`config.mk`:
```
export PLATFORM = sky130hd
export DESIGN_NAME = dmfd_cell
export DESIGN_NICKNAME = d
export VERILOG_FILES = /design/src/sv/delay_multiply_fsk_demod_defines.svh /design/src/sv/dmfd_pkg.sv /design/src/sv/dmfd_cell.sv
export SDC_FILE = /design/constraint.sdc
export NUM_CORES = 1
export LEC_CHECK = 0
export ABC_AREA = 1
export BUFFER_PORTS_ARGS = -buffer_cell sky130_fd_sc_hd__buf_2
export CORE_AREA = 2 2 202 204
export DETAILED_ROUTE_END_ITERATION = 16
export DIE_AREA = 0 0 204 206
export GPL_ROUTABILITY_DRIVEN = 0
export SYNTH_ARGS = -nofsm -noshare
export SYNTH_HDL_FRONTEND = slang
export SYNTH_SLANG_ARGS = --single-unit
```
`constraint.sdc`:
```
create_clock -name clk_i -period 7.32 [get_ports clk_i]
set_input_delay 0.366 -clock clk_i [delete_from_list [all_inputs] [get_ports clk_i]]
set_output_delay 0.366 -clock clk_i [all_outputs]
set_load 0.05 [all_outputs]
```
`src/sv/delay_multiply_fsk_demod_defines.svh`:
```
// Assertion macros shared by the delay-multiply FSK demodulator RTL.
`ifndef DELAY_MULTIPLY_FSK_DEMOD_DEFINES_SVH
`define DELAY_MULTIPLY_FSK_DEMOD_DEFINES_SVH

// Concurrent assertion on an explicit clock and active-low reset.
`define DMFD_ASSERT_CLK(lbl, clk, rst_n, prop) \
  lbl: assert property (@(posedge clk) disable iff (!rst_n) prop) \
    else $error("dmfd assertion failed");

// Concurrent assertion on the block clock and reset.
`define DMFD_ASSERT(lbl, prop) `DMFD_ASSERT_CLK(lbl, clk_i, rst_ni, prop)

`endif

```
`src/sv/dmfd_pkg.sv`:
```
// Types and constants shared by the delay-multiply FSK demodulator.
`timescale 1ns / 1ps
`default_nettype none
package dmfd_pkg;

  localparam int Q15_W      = 16;
  localparam int PROD_W     = 2 * Q15_W;
  localparam int NUM_COEF   = 7;
  localparam int COEF_IDX_W = 3;

  typedef logic signed [Q15_W-1:0]  q15_t;
  typedef logic signed [PROD_W-1:0] prod_t;

  localparam q15_t COEF_RESET [NUM_COEF] = '{
    16'sd273, 16'sd707, 16'sd1393, 16'sd2232, 16'sd3058, 16'sd3666, 16'sd3889
  };

  // Per-cycle controls broadcast along the tap chain.
  typedef struct packed {
    logic shift;
    logic load_term;
  } cell_ctrl_t;

endpackage
`default_nettype wire

```
`src/sv/dmfd_cell.sv`:
```
// One FIR tap cell: product history entry, coefficient term and ripple partial sum.
`timescale 1ns / 1ps
`default_nettype none
module dmfd_cell import dmfd_pkg::*; #(
  parameter int ACC_W = 36
) (
  input  wire logic                    clk_i,
  input  wire logic                    rst_ni,
  input  wire cell_ctrl_t              ctrl_i,
  input  wire q15_t                    prod_i,
  input  wire q15_t                    coef_i,
  input  wire logic signed [ACC_W-1:0] sum_i,
  output      q15_t                    prod_o,
  output      logic signed [ACC_W-1:0] sum_o
);

  q15_t                    prod_q;
  prod_t                   term_q;
  prod_t                   term_d;
  logic signed [ACC_W-1:0] sum_q;
  logic signed [ACC_W-1:0] sum_d;

  assign term_d = PROD_W'(coef_i * prod_q);
  assign sum_d  = sum_i + ACC_W'(term_q);

  always_ff @(posedge clk_i or negedge rst_ni) begin
    if (!rst_ni) begin
      prod_q <= '0;
    end else if (ctrl_i.shift) begin
      prod_q <= prod_i;
    end
  end

  always_ff @(posedge clk_i) begin
    if (ctrl_i.load_term) begin
      term_q <= term_d;
    end
    sum_q <= sum_d;
  end

  assign prod_o = prod_q;
  assign sum_o  = sum_q;

endmodule
`default_nettype wire

```
Word-level counts from Yosys, hierarchy flattened
Index checks and enable logic that the tools add are counted.
{"block": "word_totals", "register_bits": 84, "latchBits": 0, "ram_bits": 0, "mem_bits_ro": 0, "input_bits": 72, "out_inout_bits": 52, "word_cells": 5, "n_memories": 0}
{"block": "classes", "add_sub_neg": 1, "n_mul": 1, "div_mod_pow": 0, "magnitude_cmp": 0, "eq_ne": 0, "shift": 0, "n_mux": 0, "bitwise_logic": 0, "n_reduce_logical": 0}
{"operator": "$add 36x32->36", "n": 1}
{"operator": "$mul 16x16->32", "n": 1}

Logic depth before layout (Yosys ltp)
Gate-level depths: netlist of the first run.
{"block": "depth", "ltp_word": 1, "depth_mapped": 28, "depth_no_buf": 26}

Worst setup path after synthesis of the first run
No wires, ideal clock.
{"block": "synth_timing", "path_kind": "reg2reg", "startpoint": "reg prod_q[6], in the netlist prod_o[6]", "endpoint": "reg term_q[31], data pin", "setup_ns": 0.252, "arrival_ns": 5.596, "t_required_ns": 7.068, "path_slack_ns": 1.472, "stages_incl_launch_ff": 23, "n_path_buf": 2, "synth_period_minus_slack_ns": 5.848, "cell_sequence": "dfrtp_1 clkbuf_1 clkbuf_1 nand2_1 fa_1 inv_1 fa_1 inv_1 fa_1 fa_1 inv_1 fa_1 fa_1 ha_1 nand2_1 nor2_1 nand3_1 nor3_1 nand2_1 nand3_1 inv_1 nand2_1 nand2_1"}
{"block": "synth_between", "elab_chain_len": 1}
{"item": "start, declared", "line_no": "dmfd_cell.sv:17", "source": "q15_t prod_q;"}
{"item": "start signal, assigned", "line_no": "dmfd_cell.sv:30", "source": "prod_q <= prod_i;"}
{"item": "$mul 16x16->32", "line_no": "dmfd_cell.sv:23", "source": "assign term_d = PROD_W'(coef_i * prod_q);"}
{"item": "via term_d[31]", "line_no": "dmfd_cell.sv:19", "source": "prod_t term_d;"}
{"item": "end signal, assigned", "line_no": "dmfd_cell.sv:36", "source": "term_q <= term_d;"}
{"item": "end, declared", "line_no": "dmfd_cell.sv:18", "source": "prod_t term_q;"}
The timed path passes the listed nets, and every way through them passes these cells.
A chain may end at the register's enable or synchronous reset.

Final worst setup path of the first run
{"block": "layout_timing", "startpoint": "reg prod_q[1], in the netlist prod_o[1]", "endpoint": "reg term_q[23], data pin"}
The elaborated chain is that of the path after synthesis.

==> results of run 1 <==
-- metal layers --
| layer | vias up | global-route usage [%] | part of all wire, % |
|---|---|---|---|
| met5 | - | 0 | 0 |
| met1 | 6099 | 25.9 | 44 |
| met2 | 381 | 35.8 | 47 |
| met4 | 0 | 7.07 | 3.2 |
| li1 | 6283 | - | - |
| met3 | 73 | 2.76 | 5.4 |
-- cell usage in the layout (no fill, tap or decap), drive strengths merged, types with 15 or more instances in the layout --
cell / count
nor3: 17
dfrtp: 16
o21ai: 23
a21oi: 55
edfxtp: 32
mux2: 15
nand4: 21
fa: 263
nand2: 610
buf: 125
inv: 601
nand3: 73
dfxtp: 36
nor2: 107
ha: 117
xor2: 33
-- worst max-delay path by stage --
| stage | end | slack, ns | start |
|---|---|---|---|
| after floorplan | term_q[31] | 1.47 | prod_o[6] |
| after global placement | term_q[23] | 1.30 | prod_o[1] |
| after detailed placement | term_q[23] | 1.19 | prod_o[1] |
| after CTS | term_q[23] | 1.17 | prod_o[1] |
| after global routing | term_q[31] | 0.80 | prod_o[1] |
| final | term_q[23] | 1.13 | prod_o[1] |
-- critical path: cells and delay by family, from the launching register on --
family	cells	cell delay, ns
adder cells (fa/ha/maj)	7	3.71
AND/OR/NAND/NOR	6	0.91
flip-flops	1	0.81
buffers and inverters	4	0.35
XOR/XNOR	1	0.24
-- flip-flops by register name (all words and copies together) (netlist names) --
signal and count:
term_q 32, prod_o 16, sum_o 36
-- stage by stage --
step | cells | hold WS, ns | area, um^2
finish | 2727 | 0.216 | 17200
global route | 2727 | 0.224 | 17200
CTS | 2727 | 0.201 | 17200
detailed placement | 2710 | 0.301 | 16900
global placement | 2710 | 0.296 | 16900
floorplan | 2111 | 0.0704 | 15800
-- kinds of logic after synthesis --
logic type                 after synthesis  synth area share [%]
AOI/OAI and AO/OA                       98                  3.49
DFF                                     84                  13.2
and+or+nand+nor                        840                  21.9
adders and majority gates              380                  42.6
buffers and inverters                  655                  15.6
xor gates and xnor gates                39                  2.16
muxes                                   15                  1.07
-- layout make-up --
type	instances	area [um^2]	area share, %
repair buffers	126	641	3.73
well taps	532	666	3.88
flip-flops and latches	84	2080	12.1
multi-input cells	1372	11200	65.5
clock inverters	5	41.3	0.241
clock buffers	11	243	1.41
inverters	597	2240	13.1
-- repair_timing --
action	in CTS	in global routing
hold buffers	1	0
endpoints found under the hold margin	16	0
setup endpoints to repair	0	0
==> key figures, run 1 <==
Synth
  • Synth Instances: about 2100
  • Post-synth design cell area: roughly 16000 um^2
  • Post-synth EDFFs: 32
  • Post-synth top cells: nand2_1, inv_1, fa_1
  • Yosys warning count: 0
  • Mean Syn Cell Area: ~7.5 um^2
  • Mapped Nets: around 2600
  • Post-synth cell types: 36
  • Largest area contributor in the netlist: fa_1
  • Asr flop ratio synth: roughly a fifth
  • Main area contributors after synthesis: fa_1, nand2_1, inv_1
  • Most numerous cell in the Yosys netlist: nand2_1
  • Seq/Total Area, Yosys: 13.2%
  • Yosys top cell area share: approximately 33%
  • Count of state elements after synthesis: 84
  • Primary FF master, synth: dfxtp_1

Layout
  • # diodes: 0
  • Final net count: 2642
  • Area grow syn2layout: 8.68%
  • Fillers: approximately 4100
  • Fraction of layout cells with a size suffix above 1: a little under a tenth
  • Final Core Density: a little over two fifths

Clock network
  • Clk_lat worst skew: approximately 0.37 ns
  • Sink Count: 84
  • Cts bufs inserted: 9
  • CTS H-tree lvls: 3
  • Post-CTS sizing: 0
  • CTS tree: yes
  • Root buf cell: clkbuf_16
  • CTS Buffer Depth: 2
  • # Post-CTS Setup Buffers: 0
  • Worst-path clk slew: 0.06 ns

Timing
  • Least-Margin Pin Slew: 0.817 ns
  • Setup Skew: 0.00649 ns
  • Highest Clock Rate: ~0.16 GHz
  • Setup-failing EPs final: 0
  • Final hold viol count: 0
  • Slack of the critical path: about 1.1 ns
  • Setup_tns: 0 ns
  • RSZ-0062 raised after global routing: false
  • Final period util: 84.6%
  • Pins Over Slew Limit: 0
  • Relative slew slack: about 46%
  • Tmin final: approximately 6.2 ns

Global routing
  • Global Route Usage Sum: 20.4%
  • Antenna violations before repair: 0
  • Largest net degree at the start of global routing: 33
  • First-pass GRT wire length: 67300 um
  • Total grt overflow: 0
  • Number of global-route vias before repair: ~13000

Worst setup path
  • Crit path max fanout: 18
  • Reg2reg start: prod_o[1]
  • CP Capture Type: flip-flop
  • Critical Path Max Stage Delay: 0.81 ns
  • Register-to-Register Path Depth: 18
  • CP cell instances: nand2_1, inv_1, fa_1, fa_1, fa_1, fa_1, fa_1, inv_1, fa_1, inv_1, ha_1, nand2_1, nor2_1, inv_1, nor2_1, nand4_1, nand3b_1, xor2_1
  • Required @ worst endpoint: between 7 and 8 ns
  • Slowest stage cell, crit path: dfrtp_1
  • Setup CP Type: reg2reg
  • Reg2Reg Setup Slack: 1.13 ns
  • Critical path arrival: about 6.4 ns
  • Reg2reg end: term_q[23]
  • Most frequent CP cell: fa_1
  • CP startpoint kind: flip-flop

Routing
  • First DRT Iteration DRCs: about 760
  • Vias: between 10000 and 15000
  • Remaining DRCs: 0
  • Drt wl/cell: roughly 15 um
  • Final wirelength: between 40000 and 50000 um
  • Routed vias/inst: 4.71
  • Detailed-router iteration count before antenna repair: 5
  • DRT antenna net count: 0

Status
  • Status: finished, final reports clean

Worst hold path
  • Worst hold-check path type: in2reg
  • Hold Path End: prod_o[15]
  • HP Start: prod_i[15]
  • WHS Path Cells: 3

Floorplan
  • Initial Util: 39.3%
  • Chip height: between 200 and 250 um
  • Die W: 204 um
  • Row count: 74
  • Ports: about 120
  • Core ar.: 40200 um^2
  • Die area: 42000 um^2

Placed design
  • DP Worst Slack: approximately 1.2 ns
  • Port Buffer Count: ~120
  • Dpl hpwl: about 35000 um

Job
  • Max-cap violations: 0
Power of run 1 is not shown: default switching activity piles up to over one toggle a cycle in this logic, so the estimate is an artifact.
==> run 2: changes to the inputs <==
Clock period 7.32 ns to 5.4 ns, I/O delays scaled along.
==> key figures, run 2 (synthesis results as in run 1) <==
Clock network
  • CTS H-tree lvls: 3 (unchanged)
  • Worst-path clk slew: 0.07 ns (was 0.06 ns)
  • CTS Buffer Depth: 2 (unchanged)
  • Sink Count: 84 (unchanged)
  • CTS tree: yes (unchanged)
  • Cts bufs inserted: 9 (unchanged)
  • Root buf cell: clkbuf_16 (unchanged)
  • Clk_lat worst skew: 0.38 ns (was 0.37 ns)

Timing
  • Relative slew slack: 48.0% (was 45.5%)
  • Setup_tns: -0.107 ns (was 0 ns)
  • Final period util: 101% (was 84.6%)
  • Least-Margin Pin Slew: 0.780 ns (was 0.817 ns)
  • Tmin final: 5.46 ns (was 6.19 ns)
  • Setup Skew: 0.00839 ns (was 0.00649 ns)
  • Highest Clock Rate: 0.183 GHz (was 0.161 GHz)
  • Pins Over Slew Limit: 0 (unchanged)
  • Setup-failing EPs final: 4 (was 0)
  • Final hold viol count: 0 (unchanged)
  • Slack of the critical path: -0.0616 ns (was 1.13 ns)
  • RSZ-0062 raised after global routing: true (was false)

Status
  • Failing checks: negative setup slack
  • Status: finished with violations (was finished, final reports clean)

Worst setup path
  • CP startpoint kind: flip-flop (unchanged)
  • Required @ worst endpoint: 5.54 ns (was 7.50 ns)
  • Critical path launch point: prod_o[3] (was prod_o[1])
  • Crit path max fanout: 10 (was 18)
  • CP Capture Type: flip-flop (unchanged)
  • Critical Path Max Stage Delay: 0.58 ns (was 0.81 ns)
  • Reg2reg start: prod_o[3] (was prod_o[1])
  • Setup CP Type: reg2reg (unchanged)
  • CP cell instances: buf_4, nand2_1, fa_1, fa_2, fa_2, inv_2, fa_1, fa_1, inv_2, fa_1, inv_2, ha_4, nand2_4, nand2_4, a21boi_4, nand3_2, nand2_1, nand3_2, buf_4, nand2_1, nand2_1 (was nand2_1, inv_1, fa_1, fa_1, fa_1, fa_1, fa_1, inv_1, fa_1, inv_1, ha_1, nand2_1, nor2_1, inv_1, nor2_1, nand4_1, nand3b_1, xor2_1)
  • Critical path arrival: 5.60 ns (was 6.38 ns)
  • Slowest stage cell, crit path: fa_1 (was dfrtp_1)

Routing
  • Final wirelength: 42600 um (was 40300 um)
  • DRT antenna net count: 0 (unchanged)
  • Vias: 13600 (was 12800)
  • Remaining DRCs: 0 (unchanged)
  • Drt wl/cell: 14.7 um (was 14.8 um)
  • First DRT Iteration DRCs: 719 (was 756)
  • Routed vias/inst: 4.69 (was 4.71)
  • Detailed-router iteration count before antenna repair: 5 (unchanged)

Layout
  • Area grow syn2layout: 23.8% (was 8.68%)
  • Largest register FFs: 36 (unchanged)
  • Most common cell after layout, fill and taps aside: inv_1 (was nand2_1)
  • Fillers: 3942 (was 4122)
  • # diodes: 0 (unchanged)
  • Final net count: 2820 (was 2642)
  • Most frequent cells in the layout: inv_1, nand2_1, fa_1, buf_4, buf_2 (was nand2_1, inv_1, fa_1, buf_2, ha_1)
  • Fraction of layout cells with a size suffix above 1: 23.1% (was 9.07%)

Global routing
  • First-pass GRT wire length: 70300 um (was 67300 um)
  • Antenna violations before repair: 0 (unchanged)
  • Total grt overflow: 0 (unchanged)
  • Number of global-route vias before repair: 14400 (was 13500)
  • Global Route Usage Sum: 21.3% (was 20.4%)
  • Largest net degree at the start of global routing: 33 (unchanged)

Worst hold path
  • HP Start: prod_i[15] (unchanged)
  • Worst hold-check path type: in2reg (unchanged)

Job
  • Max-cap violations: 0 (unchanged)

Floorplan
  • Chip height: 206 um (unchanged)
  • Initial Util: 39.3% (unchanged)
  • Core ar.: 40200 um^2 (unchanged)
  • Ports: 124 (unchanged)
  • Row count: 74 (unchanged)
  • Die W: 204 um (unchanged)
  • Die area: 42000 um^2 (unchanged)

Placed design
  • Port Buffer Count: 123 (unchanged)
  • Dpl hpwl: 36200 um (was 34600 um)
## run 2: routing by layer
layer  global-route usage [%]  vias to the layer above  wire, um
met5                        0                        -         0
met4                     8.15                        0      1430
met3                     2.81                       92      1850
met2                     38.0                      351     21100
met1                     26.3                     6546     18300
li1                         -                     6645         -
## run 2: timing repair
item | in CTS | in global routing
pin swaps | 19 | 64
buffers inserted | 25 | 30
hold endpoints to repair | 16 | 0
resized for setup | 60 | 152
hold buffers | 1 | 0
endpoints found under the setup margin | 19 | 20
## run 2: metrics by stage
step                      std cells  util, %  setup slack, ns  instance area (um^2)  hold WS [ns]
after CTS                      2877     46.7          -0.0187                 18800         0.100
after detailed placement       2835     44.8           -0.274                 18000         0.206
after global routing           2905     48.6           -0.246                 19500         0.115
final                          2905     48.6          -0.0616                 19500         0.111
after floorplan                2111        -          -0.0598                 16000       -0.0256
after global placement         2835     44.8           -0.192                 18000         0.202
## run 2: critical path, delay by kind of cell, from the launching register on
kind | cells | cell delay, ns
AO/OA/AOI/OAI | 1 | 0.16
adder cells (fa/ha/maj) | 7 | 3.40
buffers and inverters | 5 | 0.51
flip-flops | 1 | 0.43
AND/OR/NAND/NOR | 8 | 0.69
## run 2: final timing paths
path,to,slack (ns),cells past startpoint
min in group asynchronous,prod_o[15],0.33,2
min,prod_o[15],0.11,3
min reg2reg,sum_o[0],0.47,1
max reg2reg,term_q[31],-0.06,21
max in group asynchronous,prod_o[14],4.77,2
max,term_q[31],-0.06,21
## run 2: final cells by class
cell class | instances | area (um^2) | share of cell area, %
Clock buffer | 10 | 250 | 1.28
Clock inverter | 6 | 57.6 | 0.295
Inverter | 597 | 2240 | 11.5
Multi-Input combinational cell | 1372 | 12000 | 61.5
Sequential cell | 84 | 2100 | 10.8
Tap cell | 532 | 666 | 3.41
Timing Repair Buffer | 304 | 2200 | 11.2
Power of run 2 is left out for the same reason.
